--- config.mk ---
export PLATFORM = sky130hd
export DESIGN_NAME = moving_average_frame_rate_flat
export DESIGN_NICKNAME = d
export VERILOG_FILES = /design/src/hdl/fra_pkg.sv /design/src/hdl/fra_if.sv /design/src/hdl/moving_average_frame_rate.sv /design/src/hdl/fra_ring.sv /design/src/hdl/fra_div.sv /design/src/flat_wrapper.sv
export SDC_FILE = /design/constraint.sdc
export NUM_CORES = 1
export LEC_CHECK = 0
export BUFFER_PORTS_ARGS = -buffer_cell sky130_fd_sc_hd__clkbuf_2
export CAP_MARGIN = 25
export CORE_MARGIN = 2
export CORE_UTILIZATION = 62
export DETAILED_ROUTE_END_ITERATION = 10
export PLACE_DENSITY = 0.8
export REMOVE_ABC_BUFFERS = 1
export SLEW_MARGIN = 25
export SYNTH_ARGS = -nofsm -noshare
export SYNTH_HDL_FRONTEND = slang
export SYNTH_SLANG_ARGS = --single-unit
--- constraint.sdc ---
create_clock -name clk -period 6.1 [get_ports clk]
set_input_delay 0.61 -clock clk [delete_from_list [all_inputs] [get_ports clk]]
set_output_delay 0.61 -clock clk [all_outputs]
set_load 0.05 [all_outputs]
--- src/hdl/fra_pkg.sv ---
// Shared constants for the moving-average frame-rate meter.
// No dependencies.
package fra_pkg;

    localparam int DATA_W      = 32;
    localparam int RATE_W      = 22;
    localparam int ENTRIES_DEF = 16;

    // Q.8 rate numerator per filled slot: 1000 * 256.
    localparam int RATE_NUM_W  = 18;
    localparam logic [RATE_NUM_W-1:0] RATE_NUM = 18'd256000;

    localparam logic [RATE_W-1:0] RATE_MAX = 22'd4096000;

endpackage

--- src/hdl/fra_if.sv ---
// Handshake channels of the frame-rate meter: frame input, rate output, config write.
// Depends on fra_pkg.
interface fra_in_if;
    logic                        valid;
    logic                        ready;
    logic [fra_pkg::DATA_W-1:0]  now_ms;

    modport source (output valid, output now_ms, input ready);
    modport sink   (input valid, input now_ms, output ready);
endinterface

interface fra_out_if;
    logic                        valid;
    logic                        ready;
    logic [fra_pkg::RATE_W-1:0]  rate_q8;
    logic                        zero_sum;
    logic [fra_pkg::DATA_W-1:0]  interval_ms;

    modport source (output valid, output rate_q8, output zero_sum, output interval_ms,
                    input ready);
    modport sink   (input valid, input rate_q8, input zero_sum, input interval_ms,
                    output ready);
endinterface

interface fra_cfg_if;
    logic                        valid;
    logic                        ready;
    logic [fra_pkg::DATA_W-1:0]  start_ms;

    modport source (output valid, output start_ms, input ready);
    modport sink   (input valid, input start_ms, output ready);
endinterface

--- src/hdl/moving_average_frame_rate.sv ---
// Top level of the moving-average frame-rate meter: control, ring store, divider.
// Depends on fra_pkg, fra_if, fra_ring, fra_div.
//
//  channel    dir  payload                               handshake
//  frame_in   in   now_ms[31:0]                          valid/ready
//  rate_out   out  rate_q8[21:0] zero_sum interval_ms    valid/ready
//  cfg        in   start_ms[31:0]                        valid/ready (ready tied high)
//
// A frame runs through read, calc, divide and hold (NUM_W = 18 + count width: 23 at 16 entries);
// the serial divider works through all NUM_W numerator bits. A zero sum skips the divider.
// Ring read and write-back happen in separate states of one frame, so accesses never overlap.
// The ring needs no clearing after reset: until all slots are filled, the read slot is
// one never written and is taken as zero. A next frame is accepted while a result waits.
module moving_average_frame_rate #(
    parameter int ENTRIES = fra_pkg::ENTRIES_DEF
) (
    input  logic   clk,
    input  logic   rst_n,
    fra_in_if.sink     frame_in,
    fra_out_if.source  rate_out,
    fra_cfg_if.sink    cfg
);

    localparam int SLOT_W = (ENTRIES > 1) ? $clog2(ENTRIES) : 1;
    localparam int CNT_W  = $clog2(ENTRIES + 1);
    localparam int SUM_W  = fra_pkg::DATA_W + CNT_W;
    localparam int NUM_W  = fra_pkg::RATE_NUM_W + CNT_W;
    localparam int CMP_W  = (NUM_W > fra_pkg::RATE_W) ? NUM_W : fra_pkg::RATE_W;

    localparam logic [2:0] S_IDLE = 3'd0;
    localparam logic [2:0] S_READ = 3'd1;
    localparam logic [2:0] S_CALC = 3'd2;
    localparam logic [2:0] S_DIV  = 3'd3;
    localparam logic [2:0] S_HOLD = 3'd4;

    logic [2:0]                  state_reg;
    logic [2:0]                  state_next;
    logic [fra_pkg::DATA_W-1:0]  start_ms_reg;
    logic [fra_pkg::DATA_W-1:0]  prev_reg;
    logic                        tick_valid_reg;
    logic [fra_pkg::DATA_W-1:0]  interval_reg;
    logic [SLOT_W-1:0]           slot_reg;
    logic [CNT_W-1:0]            count_reg;
    logic [SUM_W-1:0]            sum_reg;
    logic [fra_pkg::RATE_W-1:0]  res_rate_reg;
    logic                        res_zero_reg;
    logic                        out_valid_reg;
    logic [fra_pkg::RATE_W-1:0]  out_rate_reg;
    logic                        out_zero_reg;
    logic [fra_pkg::DATA_W-1:0]  out_interval_reg;

    logic                        in_fire;
    logic                        out_free;
    logic [fra_pkg::DATA_W-1:0]  prev;
    logic [fra_pkg::DATA_W-1:0]  ring_rdata;
    logic [fra_pkg::DATA_W-1:0]  old_interval;
    logic                        ring_full;
    logic [SUM_W-1:0]            sum_next;
    logic                        div_start;
    logic [NUM_W-1:0]            div_numer;
    logic                        div_done;
    logic [NUM_W-1:0]            div_quot;
    logic [fra_pkg::RATE_W-1:0]  rate_clamped;

    assign in_fire  = frame_in.valid && frame_in.ready;
    assign out_free = !out_valid_reg || rate_out.ready;
    assign prev     = tick_valid_reg ? prev_reg : start_ms_reg;

    assign frame_in.ready = (state_reg == S_IDLE);
    assign cfg.ready      = 1'b1;

    // Slots are written in order, so an unfilled ring reads a never-written slot.
    assign ring_full    = (count_reg == CNT_W'(ENTRIES));
    assign old_interval = ring_full ? ring_rdata : '0;
    assign sum_next     = sum_reg - SUM_W'(old_interval) + SUM_W'(interval_reg);

    assign div_start = (state_reg == S_CALC) && (sum_reg != '0);
    assign div_numer = NUM_W'(fra_pkg::RATE_NUM) * NUM_W'(count_reg);

    assign rate_clamped = (CMP_W'(div_quot) > CMP_W'(fra_pkg::RATE_MAX))
                        ? fra_pkg::RATE_MAX : div_quot[fra_pkg::RATE_W-1:0];

    fra_ring #(
        .DEPTH  (ENTRIES),
        .ADDR_W (SLOT_W)
    ) u_ring (
        .clk    (clk),
        .we     (state_reg == S_READ),
        .waddr  (slot_reg),
        .wdata  (interval_reg),
        .re     (in_fire),
        .raddr  (slot_reg),
        .rdata  (ring_rdata)
    );

    fra_div #(
        .NUM_W (NUM_W),
        .DEN_W (SUM_W)
    ) u_div (
        .clk   (clk),
        .rst_n (rst_n),
        .start (div_start),
        .numer (div_numer),
        .denom (sum_reg),
        .done  (div_done),
        .quot  (div_quot)
    );

    always_comb
    begin
        state_next = state_reg;
        unique case (state_reg)
            S_IDLE: if (in_fire) state_next = S_READ;
            S_READ: state_next = S_CALC;
            S_CALC: state_next = (sum_reg == '0) ? S_HOLD : S_DIV;
            S_DIV:  if (div_done) state_next = S_HOLD;
            S_HOLD: if (out_free) state_next = S_IDLE;
            default: state_next = S_IDLE;
        endcase
    end

    always_ff @(posedge clk or negedge rst_n)
    begin
        if (!rst_n)
        begin
            state_reg      <= S_IDLE;
            start_ms_reg   <= '0;
            tick_valid_reg <= 1'b0;
            slot_reg       <= '0;
            count_reg      <= '0;
            sum_reg        <= '0;
            out_valid_reg  <= 1'b0;
        end
        else
        begin
            state_reg <= state_next;
            if (cfg.valid && cfg.ready)
            begin
                start_ms_reg <= cfg.start_ms;
            end
            if (in_fire)
            begin
                tick_valid_reg <= 1'b1;
            end
            if (state_reg == S_READ)
            begin
                sum_reg  <= sum_next;
                slot_reg <= (slot_reg == SLOT_W'(ENTRIES - 1)) ? '0 : slot_reg + 1'b1;
                if (!ring_full)
                begin
                    count_reg <= count_reg + 1'b1;
                end
            end
            if ((state_reg == S_HOLD) && out_free)
            begin
                out_valid_reg <= 1'b1;
            end
            else if (rate_out.valid && rate_out.ready)
            begin
                out_valid_reg <= 1'b0;
            end
        end
    end

    always_ff @(posedge clk)
    begin
        if (in_fire)
        begin
            interval_reg <= frame_in.now_ms - prev;
            prev_reg     <= frame_in.now_ms;
        end
        if ((state_reg == S_CALC) && (sum_reg == '0))
        begin
            res_rate_reg <= fra_pkg::RATE_MAX;
            res_zero_reg <= 1'b1;
        end
        else if ((state_reg == S_DIV) && div_done)
        begin
            res_rate_reg <= rate_clamped;
            res_zero_reg <= 1'b0;
        end
        if ((state_reg == S_HOLD) && out_free)
        begin
            out_rate_reg     <= res_rate_reg;
            out_zero_reg     <= res_zero_reg;
            out_interval_reg <= interval_reg;
        end
    end

    assign rate_out.valid       = out_valid_reg;
    assign rate_out.rate_q8     = out_rate_reg;
    assign rate_out.zero_sum    = out_zero_reg;
    assign rate_out.interval_ms = out_interval_reg;

endmodule

--- src/hdl/fra_ring.sv ---
// Interval ring store: one write port, one read port, registered read data.
// Depends on fra_pkg.
module fra_ring #(
    parameter int DEPTH  = fra_pkg::ENTRIES_DEF,
    parameter int ADDR_W = 4
) (
    input  logic                        clk,
    input  logic                        we,
    input  logic [ADDR_W-1:0]           waddr,
    input  logic [fra_pkg::DATA_W-1:0]  wdata,
    input  logic                        re,
    input  logic [ADDR_W-1:0]           raddr,
    output logic [fra_pkg::DATA_W-1:0]  rdata
);

    logic [fra_pkg::DATA_W-1:0] mem_reg [DEPTH];
    logic [fra_pkg::DATA_W-1:0] rdata_reg;

    always_ff @(posedge clk)
    begin
        if (we)
        begin
            mem_reg[waddr] <= wdata;
        end
        if (re)
        begin
            rdata_reg <= mem_reg[raddr];
        end
    end

    assign rdata = rdata_reg;

endmodule

--- src/hdl/fra_div.sv ---
// Restoring bit-serial divider, one quotient bit per cycle.
// Depends on fra_pkg only through its users; no package items used here.
module fra_div #(
    parameter int NUM_W = 23,
    parameter int DEN_W = 37
) (
    input  logic              clk,
    input  logic              rst_n,
    input  logic              start,
    input  logic [NUM_W-1:0]  numer,
    input  logic [DEN_W-1:0]  denom,
    output logic              done,
    output logic [NUM_W-1:0]  quot
);

    localparam int CNT_W = $clog2(NUM_W + 1);

    logic [NUM_W-1:0] num_reg;
    logic [DEN_W-1:0] rem_reg;
    logic [DEN_W-1:0] den_reg;
    logic [CNT_W-1:0] cnt_reg;
    logic             busy_reg;
    logic             done_reg;

    logic [DEN_W:0]   trial;
    logic [DEN_W:0]   diff;
    logic             qbit;

    // Numerator bits shift out at the top while quotient bits shift in below.
    assign trial = {rem_reg, num_reg[NUM_W-1]};
    assign diff  = trial - {1'b0, den_reg};
    assign qbit  = (trial >= {1'b0, den_reg});

    always_ff @(posedge clk or negedge rst_n)
    begin
        if (!rst_n)
        begin
            busy_reg <= 1'b0;
            done_reg <= 1'b0;
            cnt_reg  <= '0;
        end
        else
        begin
            done_reg <= 1'b0;
            if (start)
            begin
                busy_reg <= 1'b1;
                cnt_reg  <= CNT_W'(NUM_W);
            end
            else if (busy_reg)
            begin
                cnt_reg <= cnt_reg - 1'b1;
                if (cnt_reg == CNT_W'(1))
                begin
                    busy_reg <= 1'b0;
                    done_reg <= 1'b1;
                end
            end
        end
    end

    always_ff @(posedge clk)
    begin
        if (start)
        begin
            num_reg <= numer;
            den_reg <= denom;
            rem_reg <= '0;
        end
        else if (busy_reg)
        begin
            num_reg <= {num_reg[NUM_W-2:0], qbit};
            rem_reg <= qbit ? diff[DEN_W-1:0] : trial[DEN_W-1:0];
        end
    end

    assign done = done_reg;
    assign quot = num_reg;

endmodule

--- src/flat_wrapper.sv ---
// flat-port wrapper written by rule: the top's interface ports become plain ports
module moving_average_frame_rate_flat 
#(
    parameter int ENTRIES = fra_pkg::ENTRIES_DEF
)
  (clk, rst_n, frame_in_valid, frame_in_now_ms, frame_in_ready, rate_out_valid, rate_out_rate_q8, rate_out_zero_sum, rate_out_interval_ms, rate_out_ready, cfg_valid, cfg_start_ms, cfg_ready);
  fra_in_if frame_in_i ();
  fra_out_if rate_out_i ();
  fra_cfg_if cfg_i ();
  input  logic clk;
  input  logic rst_n;
  input wire logic [$bits(frame_in_i.valid)-1:0] frame_in_valid;
  input wire logic [$bits(frame_in_i.now_ms)-1:0] frame_in_now_ms;
  output wire logic [$bits(frame_in_i.ready)-1:0] frame_in_ready;
  output wire logic [$bits(rate_out_i.valid)-1:0] rate_out_valid;
  output wire logic [$bits(rate_out_i.rate_q8)-1:0] rate_out_rate_q8;
  output wire logic [$bits(rate_out_i.zero_sum)-1:0] rate_out_zero_sum;
  output wire logic [$bits(rate_out_i.interval_ms)-1:0] rate_out_interval_ms;
  input wire logic [$bits(rate_out_i.ready)-1:0] rate_out_ready;
  input wire logic [$bits(cfg_i.valid)-1:0] cfg_valid;
  input wire logic [$bits(cfg_i.start_ms)-1:0] cfg_start_ms;
  output wire logic [$bits(cfg_i.ready)-1:0] cfg_ready;
  assign frame_in_i.valid = frame_in_valid;
  assign frame_in_i.now_ms = frame_in_now_ms;
  assign frame_in_ready = frame_in_i.ready;
  assign rate_out_valid = rate_out_i.valid;
  assign rate_out_rate_q8 = rate_out_i.rate_q8;
  assign rate_out_zero_sum = rate_out_i.zero_sum;
  assign rate_out_interval_ms = rate_out_i.interval_ms;
  assign rate_out_i.ready = rate_out_ready;
  assign cfg_i.valid = cfg_valid;
  assign cfg_i.start_ms = cfg_start_ms;
  assign cfg_ready = cfg_i.ready;
  moving_average_frame_rate #(.ENTRIES(ENTRIES)) u_core (.clk(clk), .rst_n(rst_n), .frame_in(frame_in_i), .rate_out(rate_out_i), .cfg(cfg_i));
endmodule
==> results by group <==
Status
  • Status: finished clean

STA
  • Post-layout minimum cycle time: approximately 5.0 ns
  • Final-report max-slew violation count: 0
  • Unrepaired setup endpoints after global routing: no
  • Clock tree skew after final layout: roughly 0.055 ns
  • Timing-limited maximum frequency: roughly 200 MHz
  • Fraction of the cycle the final worst path needs: 82.3%
  • Total negative setup slack: 0 ns
  • Final-report hold violation count: 0
  • Setup Viol. Count Final: 0
  • Actual transition at the worst max-transition pin: around 1.0 ns
  • Worst slew margin relative to its limit: around 31%

Power and ir drop
  • Worst IR drop on VDD: 0.000310 V
  • Total power divided by cell area: about 550 nW/µm²
  • Standby leakage power: approximately 0.017 µW
  • Final Total Pwr: ~24000 µW

Placement
  • Detailed placer's ending HPWL: approximately 53000 µm
  • Placement-stage cell area: ~41000 µm²
  • Port-buffer cells: roughly 130
  • Final weighted congestion of routability-driven global placement: ~0.88

Clock tree
  • Post_cts resized: 0
  • Clock root buffer: sky130_fd_sc_hd__clkbuf_16
  • CTS tree: built
  • Clock latency of the later-clocked register in the worst-skew pair: 0.68 ns
  • Clock-pin slew on the worst setup and hold paths: ~0.060 ns
  • H-tree level count: 3
  • Clk buf depth: 3
  • Clock sinks: about 870
  • Number of clock buffers inserted by TritonCTS: between 80 and 90

Floorplan
  • I/O Pins: roughly 130
  • Die width: approximately 260 µm
  • Placeable core region: about 63000 µm²
  • Row cnt: just over 90
  • Die footprint: roughly 66000 µm²
  • Starting density of the core: 62.8%
  • DIE HEIGHT: about 260 µm

Cells and area
  • Filler Cell Count: a little under 4k
  • Share of layout cells above drive strength 1: 18.3%
  • Post-layout instance area: between 40000 and 50000 µm²
  • Synth-to-Final Area Change: 11.3%
  • Number of nets in the layout: just over 3k
  • Area used by multi-input combinational logic: 13400 µm²
  • Sequential cell area: around 25000 µm²
  • Number of flip-flops in the largest register: slightly above 500

Critical path
  • Capturing element type of the critical path: flop
  • Maximum single-stage delay on the critical path: ~0.55 ns
  • Cells on worst reg2reg path: 19
  • Worst setup SP type: flop
  • Cell breakdown of the critical path: inv_1, ha_1, and3_2, and2_1, ha_1, inv_1, ha_1, inv_1, fa_1, nand2b_1, nand2b_1, a311o_1, a41oi_2, o31ai_1, a21bo_2, a31oi_1, o31a_1, xor2_1, o21ai_0
  • Launch instance of the worst register-to-register path: u_core.count_reg[1]
  • Slack of the worst reg-to-reg path: 1.08 ns
  • Reg2Reg Capture Point: u_core.sum_reg[34]
  • Buffers plus inverters on the worst setup path: 3
  • Worst-path fanout max: 33
  • Required time of the critical path: 6.66 ns
  • Type of the worst setup path: flop to flop
  • Arr. time, crit path: around 5.6 ns
  • Critical Path Start: u_core.count_reg[1]
  • Crit path max-delay family: compound AO/OA/AOI/OAI gates
  • Max stage delay cell, worst path: sky130_fd_sc_hd__o31ai_1

Routing
  • Post-detailed-route via-to-cell ratio: 6.21
  • Starting DRC count in detailed routing: ~2.2k
  • Final routed wire length divided by cell count: 24.3 µm
  • ANT nets after route: 0
  • Total Routed Length: just over 90000 µm
  • First-pass iteration count of the detailed router: 5
  • Total via count after detailed routing: ~23k
  • Number of remaining DRC errors: 0

Min path
  • Hold endpoint: u_core.prev_reg[22]
  • Number of instances on the worst hold path: 1
  • Class of the worst hold path: primary input to flop
  • Min-Delay Startpoint: frame_in_now_ms[22]

Synthesis
  • Most repeated cell in the gate-level netlist after synthesis: sky130_fd_sc_hd__edfxtp_1
  • Number of enable-type register cells in the synthesized netlist: 712
  • Top cells by area in the synthesized netlist: sky130_fd_sc_hd__edfxtp_1 (54%), sky130_fd_sc_hd__mux4_2 (9.1%), sky130_fd_sc_hd__dfrtp_1 (5.7%), sky130_fd_sc_hd__ha_1 (4.3%), sky130_fd_sc_hd__dfxtp_1 (3.6%)
  • Cells after Synth: around 2.7k
  • Total of flip-flops plus latches after synthesis: 873
  • Synth Area per Inst: 14.7 µm²
  • Post-synth top area cell: sky130_fd_sc_hd__edfxtp_1
  • Async S/R FF share, synth: 10.3%
  • Post-synth design cell area: approximately 40000 µm²
  • Proportion of netlist area held by the largest area contributor: ~54%
  • Count of synthesis-stage warnings from yosys: 0
  • Top flip-flop cell by instance count after synthesis: sky130_fd_sc_hd__edfxtp_1
  • Seq/Total Area, Yosys: between 60% and 70%
  • Library cells used by synthesis: 70
  • Most used standard cells in the synthesized netlist: sky130_fd_sc_hd__edfxtp_1 (712), sky130_fd_sc_hd__inv_1 (233), sky130_fd_sc_hd__mux4_2 (160)

Job
  • Number of violations of the max-capacitance limit: 0

Global route
  • Global route total overflow: 0
  • Via count of the first global-routing pass: around 24k
  • Layer with the highest usage after global routing: met2
  • Met2 usage: around 47%
  • Number of antenna violations at the first check in global routing: 1
  • Maximum number of pins on one net before global-route repair: between 80 and 90
  • First-pass GRT wire length: roughly 140000 µm
  • Met3 Usage GRT: between 4 and 5%
  • GRT Overall Usage: around 28%
  • Met1 Usage GRT: a little under two fifths
report_power, final:
part           switching (µW)  internal (µW)
Clock                    2390           3010
Combinational            5720           4400
Sequential               1020           7930
worst register-to-register path, stage by stage, from the launching register on:
cell and delay [ns]:
sky130_fd_sc_hd__dfrtp_1 0.46, sky130_fd_sc_hd__inv_1 0.27, sky130_fd_sc_hd__ha_1 0.21, sky130_fd_sc_hd__and3_2 0.49, sky130_fd_sc_hd__and2_1 0.22, sky130_fd_sc_hd__ha_1 0.24, sky130_fd_sc_hd__inv_1 0.07, sky130_fd_sc_hd__ha_1 0.19
sky130_fd_sc_hd__inv_1 0.07, sky130_fd_sc_hd__fa_1 0.39, sky130_fd_sc_hd__nand2b_1 0.18, sky130_fd_sc_hd__nand2b_1 0.11, sky130_fd_sc_hd__a311o_1 0.26, sky130_fd_sc_hd__a41oi_2 0.19, sky130_fd_sc_hd__o31ai_1 0.55, sky130_fd_sc_hd__a21bo_2 0.31
sky130_fd_sc_hd__a31oi_1 0.13, sky130_fd_sc_hd__o31a_1 0.31, sky130_fd_sc_hd__xor2_1 0.13, sky130_fd_sc_hd__o21ai_0 0.13
what timing repair did:
action                                 in CTS  in global routing
endpoints found under the hold margin      32                  0
buffers inserted                            0                  0
hold buffers                                1                  0
cells by family (layout without fill, tap and decap cells):
| logic type | count (synthesis) | after routing | synth area share (%) |
|---|---|---|---|
| AO/OA/AOI/OAI | 451 | 451 | 7.11 |
| XOR/XNOR | 107 | 107 | 2.36 |
| adder cells (fa/ha/maj) | 181 | 181 | 6.54 |
| buffers and inverters | 337 | 553 | 3.24 |
| flip-flops | 873 | 873 | 63.2 |
| multiplexers | 258 | 258 | 11.7 |
| other | 1 | 2 | 0.00945 |
| AND/OR/NAND/NOR | 482 | 482 | 5.92 |
routing by layer:
layer  share of wire, %  routed length (µm)
met3                7.9                7250
met5                  0                   0
met1                 39               35200
met2                 50               45700
met4                3.5                3240
stage by stage:
step                      hold slack [ns]  util (%)  cells  setup WS, ns
after detailed placement            0.417      65.3   3588         0.869
after global placement              0.417      65.3   3588          1.02
after CTS                          0.0958      69.9   3752         0.785
after global routing                0.123      69.9   3752         0.713
final                               0.131      69.9   3753          1.08
after floorplan                     0.314         -   2586        -0.704
layout by cell type, fill, tap and decap left out, types with 8 or more instances in the layout:
cell,n
sky130_fd_sc_hd__nand4_1,11
sky130_fd_sc_hd__clkinv_1,16
sky130_fd_sc_hd__mux4_2,160
sky130_fd_sc_hd__clkinv_4,8
sky130_fd_sc_hd__inv_1,232
sky130_fd_sc_hd__nand2b_1,18
sky130_fd_sc_hd__nor4_1,13
sky130_fd_sc_hd__dfrtp_1,85
sky130_fd_sc_hd__and3_1,14
sky130_fd_sc_hd__xnor2_1,72
sky130_fd_sc_hd__mux2_2,36
sky130_fd_sc_hd__a21o_1,47
sky130_fd_sc_hd__ha_1,137
sky130_fd_sc_hd__edfxtp_1,712
sky130_fd_sc_hd__clkbuf_16,89
sky130_fd_sc_hd__clkbuf_2,124
sky130_fd_sc_hd__o21a_1,13
sky130_fd_sc_hd__nand2_1,121
sky130_fd_sc_hd__nand3_1,35
sky130_fd_sc_hd__and2_2,10
sky130_fd_sc_hd__a22oi_1,18
sky130_fd_sc_hd__o21ai_0,115
sky130_fd_sc_hd__fa_1,44
sky130_fd_sc_hd__buf_4,31
sky130_fd_sc_hd__nor2b_1,12
sky130_fd_sc_hd__nor3_1,33
sky130_fd_sc_hd__xor2_1,35
sky130_fd_sc_hd__a31oi_1,16
sky130_fd_sc_hd__dfxtp_1,71
sky130_fd_sc_hd__o31ai_1,8
sky130_fd_sc_hd__o21bai_1,24
sky130_fd_sc_hd__a211oi_1,25
sky130_fd_sc_hd__nor2_1,126
sky130_fd_sc_hd__a21oi_1,130
sky130_fd_sc_hd__clkbuf_1,12
sky130_fd_sc_hd__clkinv_2,16
sky130_fd_sc_hd__and2_1,46
sky130_fd_sc_hd__mux2i_1,62
final cells by class:
class	instances	area share, %
clock inverters	59	1.34
diodes	1	0.00567
flip-flops and latches	873	56.8
multi-input cells	1480	30.3
well taps	846	2.40
repair buffers	157	2.00
inverters	233	1.98
clock buffers	104	5.24
worst max-delay path by stage:
stage,end,slack (ns),cells after the start
CTS,u_core.sum_reg[34],0.78,19
global placement,u_core.sum_reg[34],1.02,16
finish,u_core.sum_reg[34],1.08,19
detailed placement,u_core.sum_reg[34],0.87,16
floorplan,u_core.u_ring.mem_reg[15][0],-0.70,2
global route,u_core.sum_reg[36],0.71,17
(Power assumes the default switching activity.)
